## src/rtl/pa_pkg.sv

```systemverilog
`timescale 1ns / 1ps
// shared types, constants and codes of the page allocator
package pa_pkg;

  localparam int ADDR_W   = 27;
  localparam int REQ_W    = 3;
  localparam int STATUS_W = 3;
  localparam int REF_W    = 16;
  localparam int CFG_W    = 16;
  localparam int WIDE_W   = 32;

  localparam int PAGE_COUNT_DEF = 32768;
  localparam int PAGE_SHIFT_DEF = 12;
  localparam int COUNT_BITS_DEF = 16;

  typedef enum logic [REQ_W-1:0] {
    REQ_ALLOC    = 3'd0,
    REQ_FREE     = 3'd1,
    REQ_ADD_REF  = 3'd2,
    REQ_DROP_REF = 3'd3,
    REQ_READ     = 3'd4
  } req_e;

  typedef enum logic [STATUS_W-1:0] {
    ST_OK      = 3'd0,
    ST_OOM     = 3'd1,
    ST_BADADDR = 3'd2,
    ST_UNDER   = 3'd3,
    ST_SAT     = 3'd4,
    ST_FULL    = 3'd5
  } status_e;

  typedef enum logic [1:0] {
    S_CLEAR,
    S_IDLE,
    S_POP,
    S_CALC
  } state_e;

  typedef struct packed {
    logic [REQ_W-1:0]  req_type;
    logic [ADDR_W-1:0] page_address;
  } in_item_t;

  typedef struct packed {
    logic [STATUS_W-1:0] status;
    logic [ADDR_W-1:0]   alloc_address;
    logic [REF_W-1:0]    share_count;
    logic                page_released;
  } out_item_t;

  typedef struct packed {
    logic rd_en;
    logic wr_en;
  } cnt_cmd_t;

  typedef struct packed {
    logic push;
    logic pop;
  } stk_cmd_t;

  typedef struct packed {
    logic empty;
    logic full;
  } stk_stat_t;

endpackage

```

## src/rtl/pa_ctrl.sv

```systemverilog
`timescale 1ns / 1ps
// request sequencer, count update logic and result register
module pa_ctrl #(
  parameter int PAGE_COUNT = pa_pkg::PAGE_COUNT_DEF,
  parameter int PAGE_SHIFT = pa_pkg::PAGE_SHIFT_DEF,
  parameter int COUNT_BITS = pa_pkg::COUNT_BITS_DEF
) (
  input  logic                          clk_i,
  input  logic                          rst_ni,
  input  logic                          in_valid_i,
  output logic                          in_stall_o,
  input  pa_pkg::in_item_t              in_item_i,
  output logic                          out_valid_o,
  input  logic                          out_stall_i,
  output pa_pkg::out_item_t             out_item_o,
  input  logic                          cfg_valid_i,
  output logic                          cfg_ready_o,
  input  logic [pa_pkg::CFG_W-1:0]      cfg_data_i,
  input  logic                          cnt_busy_i,
  output pa_pkg::cnt_cmd_t              cnt_cmd_o,
  output logic [$clog2(PAGE_COUNT)-1:0] cnt_rd_idx_o,
  output logic [$clog2(PAGE_COUNT)-1:0] cnt_wr_idx_o,
  output logic [COUNT_BITS-1:0]         cnt_wr_o,
  input  logic [COUNT_BITS-1:0]         cnt_rd_i,
  output pa_pkg::stk_cmd_t              stk_cmd_o,
  output logic [$clog2(PAGE_COUNT)-1:0] stk_push_idx_o,
  input  logic [$clog2(PAGE_COUNT)-1:0] stk_top_i,
  input  pa_pkg::stk_stat_t             stk_stat_i
);

  localparam int IDX_W   = $clog2(PAGE_COUNT);
  localparam int DEPTH_W = $clog2(PAGE_COUNT + 1);
  localparam int PG_W    = pa_pkg::ADDR_W - PAGE_SHIFT;
  localparam int ALLOC_W = IDX_W + PAGE_SHIFT;

  pa_pkg::state_e                state_q, state_d;
  logic [pa_pkg::REQ_W-1:0]      req_q, req_d;
  logic                          bad_q, bad_d;
  logic                          oom_q, oom_d;
  logic [IDX_W-1:0]              idx_q, idx_d;
  logic [DEPTH_W-1:0]            fresh_q, fresh_d;
  logic [pa_pkg::CFG_W-1:0]      ffp_q;
  logic                          out_valid_q;
  pa_pkg::out_item_t             out_item_q, res;

  logic                          load;
  logic                          in_is_alloc;
  logic                          aligned, in_range, addr_ok, fresh_avail;
  logic [PG_W-1:0]               pg;
  logic [IDX_W-1:0]              addr_idx;
  logic [DEPTH_W-1:0]            fresh_dec;
  logic                          c_zero, c_one, c_max;
  logic [COUNT_BITS-1:0]         cnt_new;
  logic                          show_cnt, alloc_ok, wr_cnt, push;
  logic [pa_pkg::WIDE_W-1:0]     cnt_ext;
  logic [ALLOC_W-1:0]            alloc_full;

  // address decode of the incoming item
  assign pg          = in_item_i.page_address[pa_pkg::ADDR_W-1:PAGE_SHIFT];
  assign aligned     = (in_item_i.page_address[PAGE_SHIFT-1:0] == '0);
  assign in_range    = (pa_pkg::WIDE_W'(pg) >= pa_pkg::WIDE_W'(ffp_q))
                    && (pa_pkg::WIDE_W'(pg) < pa_pkg::WIDE_W'(PAGE_COUNT));
  assign addr_ok     = aligned && in_range;
  assign addr_idx    = IDX_W'(pg);
  assign fresh_dec   = fresh_q - DEPTH_W'(1);
  assign fresh_avail = pa_pkg::WIDE_W'(fresh_q) > pa_pkg::WIDE_W'(ffp_q);
  assign in_is_alloc = (in_item_i.req_type == pa_pkg::REQ_ALLOC);

  assign c_zero = (cnt_rd_i == '0);
  assign c_one  = (cnt_rd_i == COUNT_BITS'(1));
  assign c_max  = &cnt_rd_i;

  assign load = (state_q == pa_pkg::S_CALC) && (!out_valid_q || !out_stall_i);

  // next state
  always_comb begin
    state_d = state_q;
    unique case (state_q)
      pa_pkg::S_CLEAR: begin
        if (!cnt_busy_i) begin
          state_d = pa_pkg::S_IDLE;
        end
      end
      pa_pkg::S_IDLE: begin
        if (in_valid_i) begin
          state_d = (in_is_alloc && !stk_stat_i.empty) ? pa_pkg::S_POP : pa_pkg::S_CALC;
        end
      end
      pa_pkg::S_POP: begin
        state_d = pa_pkg::S_CALC;
      end
      pa_pkg::S_CALC: begin
        if (load) begin
          state_d = pa_pkg::S_IDLE;
        end
      end
      default: state_d = pa_pkg::S_CLEAR;
    endcase
  end

  // outputs and datapath
  always_comb begin
    in_stall_o = 1'b1;
    cnt_cmd_o  = '0;
    stk_cmd_o  = '0;
    req_d      = req_q;
    bad_d      = bad_q;
    oom_d      = oom_q;
    idx_d      = idx_q;
    fresh_d    = fresh_q;
    cnt_new    = cnt_rd_i;
    show_cnt   = 1'b0;
    alloc_ok   = 1'b0;
    wr_cnt     = 1'b0;
    push       = 1'b0;
    res        = '0;
    unique case (state_q)
      pa_pkg::S_CLEAR: begin
      end
      pa_pkg::S_IDLE: begin
        in_stall_o = 1'b0;
        if (in_valid_i) begin
          req_d = in_item_i.req_type;
          bad_d = 1'b0;
          oom_d = 1'b0;
          if (in_is_alloc) begin
            if (!stk_stat_i.empty) begin
              stk_cmd_o.pop = 1'b1;
            end else if (fresh_avail) begin
              fresh_d         = fresh_dec;
              idx_d           = fresh_dec[IDX_W-1:0];
              cnt_cmd_o.rd_en = 1'b1;
            end else begin
              oom_d = 1'b1;
            end
          end else if (in_item_i.req_type <= pa_pkg::REQ_READ) begin
            if (addr_ok) begin
              idx_d           = addr_idx;
              cnt_cmd_o.rd_en = 1'b1;
            end else begin
              bad_d = 1'b1;
            end
          end
        end
      end
      pa_pkg::S_POP: begin
        idx_d           = stk_top_i;
        cnt_cmd_o.rd_en = 1'b1;
      end
      pa_pkg::S_CALC: begin
        res.status = pa_pkg::ST_OK;
        priority if (bad_q) begin
          res.status = pa_pkg::ST_BADADDR;
        end else begin
          unique case (req_q)
            pa_pkg::REQ_ALLOC: begin
              if (oom_q) begin
                res.status = pa_pkg::ST_OOM;
              end else begin
                cnt_new  = c_max ? cnt_rd_i : cnt_rd_i + COUNT_BITS'(1);
                wr_cnt   = 1'b1;
                show_cnt = 1'b1;
                alloc_ok = 1'b1;
              end
            end
            pa_pkg::REQ_FREE: begin
              show_cnt = 1'b1;
              if (c_zero) begin
                res.status = pa_pkg::ST_UNDER;
              end else if (c_one) begin
                if (stk_stat_i.full) begin
                  res.status = pa_pkg::ST_FULL;
                end else begin
                  cnt_new           = '0;
                  wr_cnt            = 1'b1;
                  push              = 1'b1;
                  res.page_released = 1'b1;
                end
              end else begin
                cnt_new = cnt_rd_i - COUNT_BITS'(1);
                wr_cnt  = 1'b1;
              end
            end
            pa_pkg::REQ_ADD_REF: begin
              show_cnt = 1'b1;
              if (c_max) begin
                res.status = pa_pkg::ST_SAT;
              end else begin
                cnt_new = cnt_rd_i + COUNT_BITS'(1);
                wr_cnt  = 1'b1;
              end
            end
            pa_pkg::REQ_DROP_REF: begin
              show_cnt = 1'b1;
              if (c_zero) begin
                res.status = pa_pkg::ST_UNDER;
              end else begin
                cnt_new = cnt_rd_i - COUNT_BITS'(1);
                wr_cnt  = 1'b1;
              end
            end
            pa_pkg::REQ_READ: begin
              show_cnt = 1'b1;
            end
            default: begin
            end
          endcase
        end
        res.share_count   = show_cnt ? cnt_ext[pa_pkg::REF_W-1:0] : '0;
        res.alloc_address = alloc_ok ? pa_pkg::ADDR_W'(alloc_full) : '0;
        cnt_cmd_o.wr_en   = load && wr_cnt;
        stk_cmd_o.push    = load && push;
      end
      default: begin
      end
    endcase
  end

  assign cnt_ext    = pa_pkg::WIDE_W'(cnt_new);
  assign alloc_full = {idx_q, {PAGE_SHIFT{1'b0}}};

  assign cnt_rd_idx_o   = idx_d;
  assign cnt_wr_idx_o   = idx_q;
  assign cnt_wr_o       = cnt_new;
  assign stk_push_idx_o = idx_q;

  always_ff @(posedge clk_i or negedge rst_ni) begin
    if (!rst_ni) begin
      state_q     <= pa_pkg::S_CLEAR;
      fresh_q     <= DEPTH_W'(PAGE_COUNT);
      ffp_q       <= '0;
      out_valid_q <= 1'b0;
      req_q       <= '0;
      bad_q       <= 1'b0;
      oom_q       <= 1'b0;
    end else begin
      state_q <= state_d;
      fresh_q <= fresh_d;
      req_q   <= req_d;
      bad_q   <= bad_d;
      oom_q   <= oom_d;
      if (cfg_valid_i) begin
        ffp_q <= cfg_data_i;
      end
      if (load) begin
        out_valid_q <= 1'b1;
      end else if (!out_stall_i) begin
        out_valid_q <= 1'b0;
      end
    end
  end

  always_ff @(posedge clk_i) begin
    idx_q <= idx_d;
    if (load) begin
      out_item_q <= res;
    end
  end

  assign cfg_ready_o = 1'b1;
  assign out_valid_o = out_valid_q;
  assign out_item_o  = out_item_q;

endmodule

```

## config.mk

```make
export PLATFORM = sky130hd
export DESIGN_NAME = pa_ctrl
export DESIGN_NICKNAME = d
export VERILOG_FILES = /design/src/rtl/pa_pkg.sv /design/src/rtl/pa_ctrl.sv
export SDC_FILE = /design/constraint.sdc
export NUM_CORES = 1
export LEC_CHECK = 0
export ABC_CLOCK_PERIOD_IN_PS = 3600
export BUFFER_PORTS_ARGS = -buffer_cell sky130_fd_sc_hd__buf_2
export CAP_MARGIN = 20
export CORE_ASPECT_RATIO = 1.4
export CORE_MARGIN = 3
export CORE_UTILIZATION = 53
export DETAILED_ROUTE_END_ITERATION = 8
export PLACE_DENSITY = 0.84
export SLEW_MARGIN = 20
export SYNTH_ARGS = -nofsm -noshare
export SYNTH_HDL_FRONTEND = slang
export SYNTH_SLANG_ARGS = --single-unit
```

## constraint.sdc

```tcl
create_clock -name clk_i -period 3.6 [get_ports clk_i]
set_input_delay 0.36 -clock clk_i [delete_from_list [all_inputs] [get_ports clk_i]]
set_output_delay 0.36 -clock clk_i [all_outputs]
set_load 0.03 [all_outputs]
```

# == Yosys cells after proc, flatten, opt, wreduce, memory -nomap -nowiden ==
# Cells that the tools add are included.
# classes
addsub,3
magnitude_cmp,3
n_eq_ne,12
mux,71
n_bitwise,1
n_reduce_logical,22
# op_table
operator,n
2-to-1 mux 16 bit,8
2-to-1 mux 15 bit,6
case mux 16 bit (4 select lines),1
2-to-1 mux 1 bit,41
subtractor 16 x 1 -> 16 bit (second input constant),2
case mux 15 bit (2 select lines),1
adder 16 x 1 -> 16 bit (second input constant),1
== test 16 x 1 -> 1 bit (second input constant),1
>= comparator 15 x 16 -> 1 bit,1
greater-than comparator 16 bit,1
logical NOT 16 bit,1
AND reduction 16 bit,1
logical NOT 12 bit,1
2-to-1 mux 3 bit,4
case mux 3 bit (4 select lines),1
2-to-1 mux 2 bit,5
case mux 2 bit (4 select lines),1
== test 3 x 2 -> 1 bit (second input constant),2
logical NOT 3 bit,2
inequality test 2 bit (second input constant),3
AND reduction 2 bit,3
logical AND 1 bit,5
AND reduction 5 bit,1
== test 2 bit (second input constant),2
other kinds (14),17
# totals
ff_bits,102
output_inout_bits,115
elab_cells,126

# == Depth between registers and ports, before layout ==
# depth
word_depth,8
depth_mapped,10
ltp_nobuf,9

# == Worst setup path before layout ==
# Ideal clock, no wire load.
# synth_timing
kind,flip-flop to output port
start,register fresh_q[13]
end,output cnt_rd_idx_o[1]
arrival_time_ns,2.956
required_time_ns,3.240
path_slack_ns,0.284
stages_incl_launch_ff,9
path_cell_list,dfrtp_1 > ha_1 > nand4_1 > a2111o_1 > a311oi_4 > buf_4 > mux2i_1 > a31oi_1 > a21boi_0
# synth_via
elab_chain_len,6
# synth_lines
item,line,source
"start, declared",pa_ctrl.sv:41,"logic [DEPTH_W-1:0] fresh_q, fresh_d;"
"start signal, assigned",pa_ctrl.sv:230,fresh_q <= DEPTH_W'(PAGE_COUNT);
"start signal, assigned",pa_ctrl.sv:238,fresh_q <= fresh_d;
greater-than comparator 16 bit,pa_ctrl.sv:66,assign fresh_avail = pa_pkg::WIDE_W'(fresh_q) > pa_pkg::WIDE_W'(ffp_q);
2-to-1 mux 15 bit,pa_ctrl.sv:129,end else if (fresh_avail) begin
2-to-1 mux 15 bit,pa_ctrl.sv:127,if (!stk_stat_i.empty) begin
2-to-1 mux 15 bit,pa_ctrl.sv:126,if (in_is_alloc) begin
2-to-1 mux 15 bit,pa_ctrl.sv:122,if (in_valid_i) begin
case mux 15 bit (2 select lines),pa_ctrl.sv:117,unique case (state_q)
"end, declared",pa_ctrl.sv:21,"output logic [$clog2(PAGE_COUNT)-1:0] cnt_rd_idx_o,"
# No other way between the ends.

# == Worst setup path in the final report ==
# layout_timing
start,register fresh_q[15]
end,output cnt_rd_idx_o[12]
# The elaborated chain is that of the path after synthesis.

==> qor.csv <==
stage;metric;value;unit
status;status;completed;
route;detailed-route wire length;19800;um
synthesis;area share of the leading cell type in the synthesized netlist;16.1;%
sta;unrepaired setup endpoints after global routing;true;
pwr;peak supply drop;0.584;mV
die;Ports;200;
route;Vias/cell;6.15;
synthesis;Syn Std Cell Area;0.00651;sq mm
pwr;leakage power summed over all cells;3.56;nW
clock_network;maximum number of buffers from clock root to sink;2;
die;Die Span Y;137;um
clock_network;number of hold buffers added after CTS;0;
synthesis;syn avg cell area;8.86;sq um
pwr;Comb power frac;52.9;%
finish;share of post-route cells with drive strength above 1;29.9;%
sta;final number of max-transition violations;0;
critical_path;crit path DAT;3.18;ns
clock_network;H-Tree Depth;3;
synthesis;register area share after synthesis;36.2;%
grt;Total Routing Usage GR;27.9;%
synthesis;number of synthesized flops with an enable pin;35;
finish;number of fillers in the final layout;1016;
critical_path;sort of element at the end of the critical path;primary output;
die;starting density of the core;54.5;%
route;DRT Pass-1 Iters;7;
sta;Tightest Pin Transition;0.943;ns
critical_path;startpoint class of the critical path;flip-flop;
finish;Area growth, synth to finish;20.5;%
pwr;clock power share;17.6;%
synthesis;share of flip-flops with an asynchronous set or reset after synthesis;44.4;%
finish;FF+latch area;0.00236;sq mm
synthesis;leading area contributor after synthesis;sky130_fd_sc_hd__edfxtp_1;
placement;half-perimeter wire length after placement;15200;um
clock_network;library cell used as clock root buffer;sky130_fd_sc_hd__clkbuf_16;
synthesis;Seq cells post-synth;90;
pwr;switching share of total power;49.3;%
grt;via count of the first global-routing pass;6065;
die;core box area;0.0119;sq mm
sta;worst clock skew on the final layout;0.00989;ns
critical_path;WP depth;10;
synthesis;leading cell types by total area after synthesis;sky130_fd_sc_hd__edfxtp_1, sky130_fd_sc_hd__dfrtp_1, sky130_fd_sc_hd__ha_1;
finish;multi-input combinational cell area;0.00377;sq mm
critical_path;critical path class;reg -> out;
critical_path;critical path required time;3.24;ns
route;antenna-violating nets left;0;
placement;dpl cells;1030;
clock_network;clock-pin transition on the worst setup and hold timing paths;0.07;ns
pwr;Pint;2.71;mW
finish;Final #Nets;1025;
clock_network;sink count of the clock tree;90;
route;Initial DRC Count;470;
sta;Fmax;282;MHz
sta;Final Cycle Share;98.4;%
pwr;Total Power Consumption;5.34;mW
pwr;pwr dens;681;mW/mm^2
critical_path;Max FO, Critical Path;8;
finish;Antenna Cells;0;
worst_hold_path;HP Class;in -> async;
placement;port bufs;186;
placement;gpl congestion;0.944;
critical_path;kind of cell adding the most delay to the critical path;compound AO/OA/AOI/OAI gates;
die;horizontal die dimension;99.7;um
synthesis;Mapped Cells;735;
route;total via count in the routed design;6481;
route;average wire per standard cell;18.8;um
critical_path;critical-path cell list;ha_1 -> nand4_1 -> o21bai_1 -> a211oi_2 -> a311oi_4 -> buf_4 -> and2_2 -> or3_1 -> a31o_2 -> buf_2;
synthesis;number of warnings printed during yosys synthesis;0;
sta;count of final setup violators;0;
critical_path;number of cells on the worst reg-to-reg path;9;
sta;post-route worst setup slack;0.0582;ns
sta;count of endpoints failing hold in the final timing report;0;
clock_network;Num CTS Buffers;9;
clock_network;clock tree from TritonCTS;yes;
grt;global route total overflow;0;
critical_path;CP bufs+invs;2;
grt;first-pass GRT wire length;30300;um
grt;antenna violations before repair;0;
clock_network;latest clock arrival within the worst-skew pair;0.35;ns
placement;setup slack after placement;0.323;ns
synthesis;Distinct cells, synth;77;
die;number of cell rows;47;
finish;post-route non-filler standard cell count;1053;
grt;pin count of the biggest net entering global routing;41;
critical_path;Crit path largest cell delay;0.54;ns
sta;Max-Slew Margin vs Limit;37.1;%
pwr;P_sw;2.63;mW
sta;final period demand of the worst path;3.54;ns
flow_run;maximum capacitance violations;0;
critical_path;slowest stage cell, crit path;sky130_fd_sc_hd__dfstp_2;
sta;hold slack final;0.157;ns
die;Die Area;0.0137;sq mm
pwr;sequential group share of total power;29.5;%
synthesis;primary flip-flop cell chosen by synthesis mapping;sky130_fd_sc_hd__dfrtp_1;
route;DRC violations left;0;
Yosys cell counts, types with 17 or more instances:
| cell | instances |
|---|---|
| sky130_fd_sc_hd__nor2_1 | 46 |
| sky130_fd_sc_hd__ha_1 | 39 |
| sky130_fd_sc_hd__a31oi_1 | 17 |
| sky130_fd_sc_hd__inv_1 | 31 |
| sky130_fd_sc_hd__and2_1 | 22 |
| sky130_fd_sc_hd__clkbuf_1 | 21 |
| sky130_fd_sc_hd__nor3_1 | 19 |
| sky130_fd_sc_hd__edfxtp_1 | 35 |
| sky130_fd_sc_hd__o21ai_0 | 49 |
| sky130_fd_sc_hd__nand2_1 | 77 |
| sky130_fd_sc_hd__dfrtp_1 | 39 |
| sky130_fd_sc_hd__buf_4 | 31 |
| sky130_fd_sc_hd__nand3_1 | 17 |
| sky130_fd_sc_hd__a21oi_1 | 46 |
kinds of logic (layout without fill, tap and decap cells):
family / after synthesis / in the layout / synth area share, %
DFF: 90 / 90 / 36.2
buffers and inverters: 96 / 256 / 7.75
xor gates and xnor gates: 29 / 29 / 3.90
muxes: 13 / 13 / 2.10
adders and majority gates: 39 / 39 / 7.50
AOI/OAI and AO/OA: 194 / 194 / 19.9
other: 2 / 13 / 0.115
and+or+nand+nor: 272 / 272 / 22.5
timing repair:
action                                  in CTS  in global routing
gates resized for setup                      5                 20
pin swaps                                    2                  6
endpoints found under the setup margin       7                 15
setup buffers                                2                  5
path summary, 6_finish.rpt:
path	from	to	slack (ns)
worst max-delay path	fresh_q[15]	cnt_rd_idx_o[12]	0.06
worst min-delay path	rst_ni	ffp_q[15]	0.16
worst max register to register	fresh_q[7]	fresh_q[15]	0.67
worst min register to register	fresh_q[15]	fresh_q[15]	0.53
max in group asynchronous	rst_ni	fresh_q[9]	2.80
min in group clk_i	cfg_data_i[6]	ffp_q[6]	0.22
cells in the final DEF (no fill, tap or decap), drive strengths merged, types with 7 or more instances in the layout:
cell type	synthesis	final
conb	2	13
a21oi	46	46
nor3	24	24
o21ai	49	49
a221o	8	8
dfrtp	39	39
nand2	78	78
nand3	17	17
xnor2	14	14
a22oi	7	7
a211oi	11	11
nor2b	16	16
edfxtp	35	35
xor2	15	15
clkbuf	21	10
or3	10	10
ha	39	39
mux2i	8	8
nor4	13	13
dfxtp	15	15
buf	44	208
nor2	46	46
and2	23	23
a31oi	17	17
nand4	11	11
inv	31	35
layer usage:
layer | global-route usage, % | share of wire, % | up-vias
met4 | 14.7 | 4.0 | 0
li1 | - | - | 3010
met5 | 0 | 0 | -
met2 | 49.6 | 52 | 359
met3 | 4.23 | 7.4 | 57
met1 | 32.0 | 37 | 3055
sequential cells by signal, indices dropped and copies added, names as in the netlist:
signal        cells
out_valid_o       1
ffp_q            16
bad_q             1
out_item_o       35
fresh_q          16
cnt_wr_idx_o     15
req_q             3
oom_q             1
state_q           2
power groups by stage:
stage	clock network [mW]	registers [mW]	logic, mW
2_1_floorplan	0	1.92	1.64
3_5_place_dp	0	1.59	2.76
4_1_cts	0.950	1.57	2.77
6_report	0.942	1.58	2.82
5_1_grt	1.00	1.61	3.01
3_3_place_gp	0	1.59	2.72
layout make-up:
class / count / area share, %
clock inverter: 7 / 0.878
clock buffer: 9 / 2.87
inverter: 31 / 1.48
timing repair buffer: 209 / 14.3
multi-input combinational: 560 / 48.1
tap: 147 / 2.35
sequential: 90 / 30.1
per-stage QoR:
| step | TNS [ns] | utilization [%] | area [sq um] |
|---|---|---|---|
| 4_1_cts | 0 | 64.7 | 7730 |
| 6_report | 0 | 65.7 | 7840 |
| 2_1_floorplan | 0 | - | 6550 |
| 3_3_place_gp | 0 | 62.0 | 7400 |
| 3_5_place_dp | 0 | 62.0 | 7400 |
| 5_1_grt | -0.158 | 65.7 | 7840 |
Power figures use the tool's default switching activity.
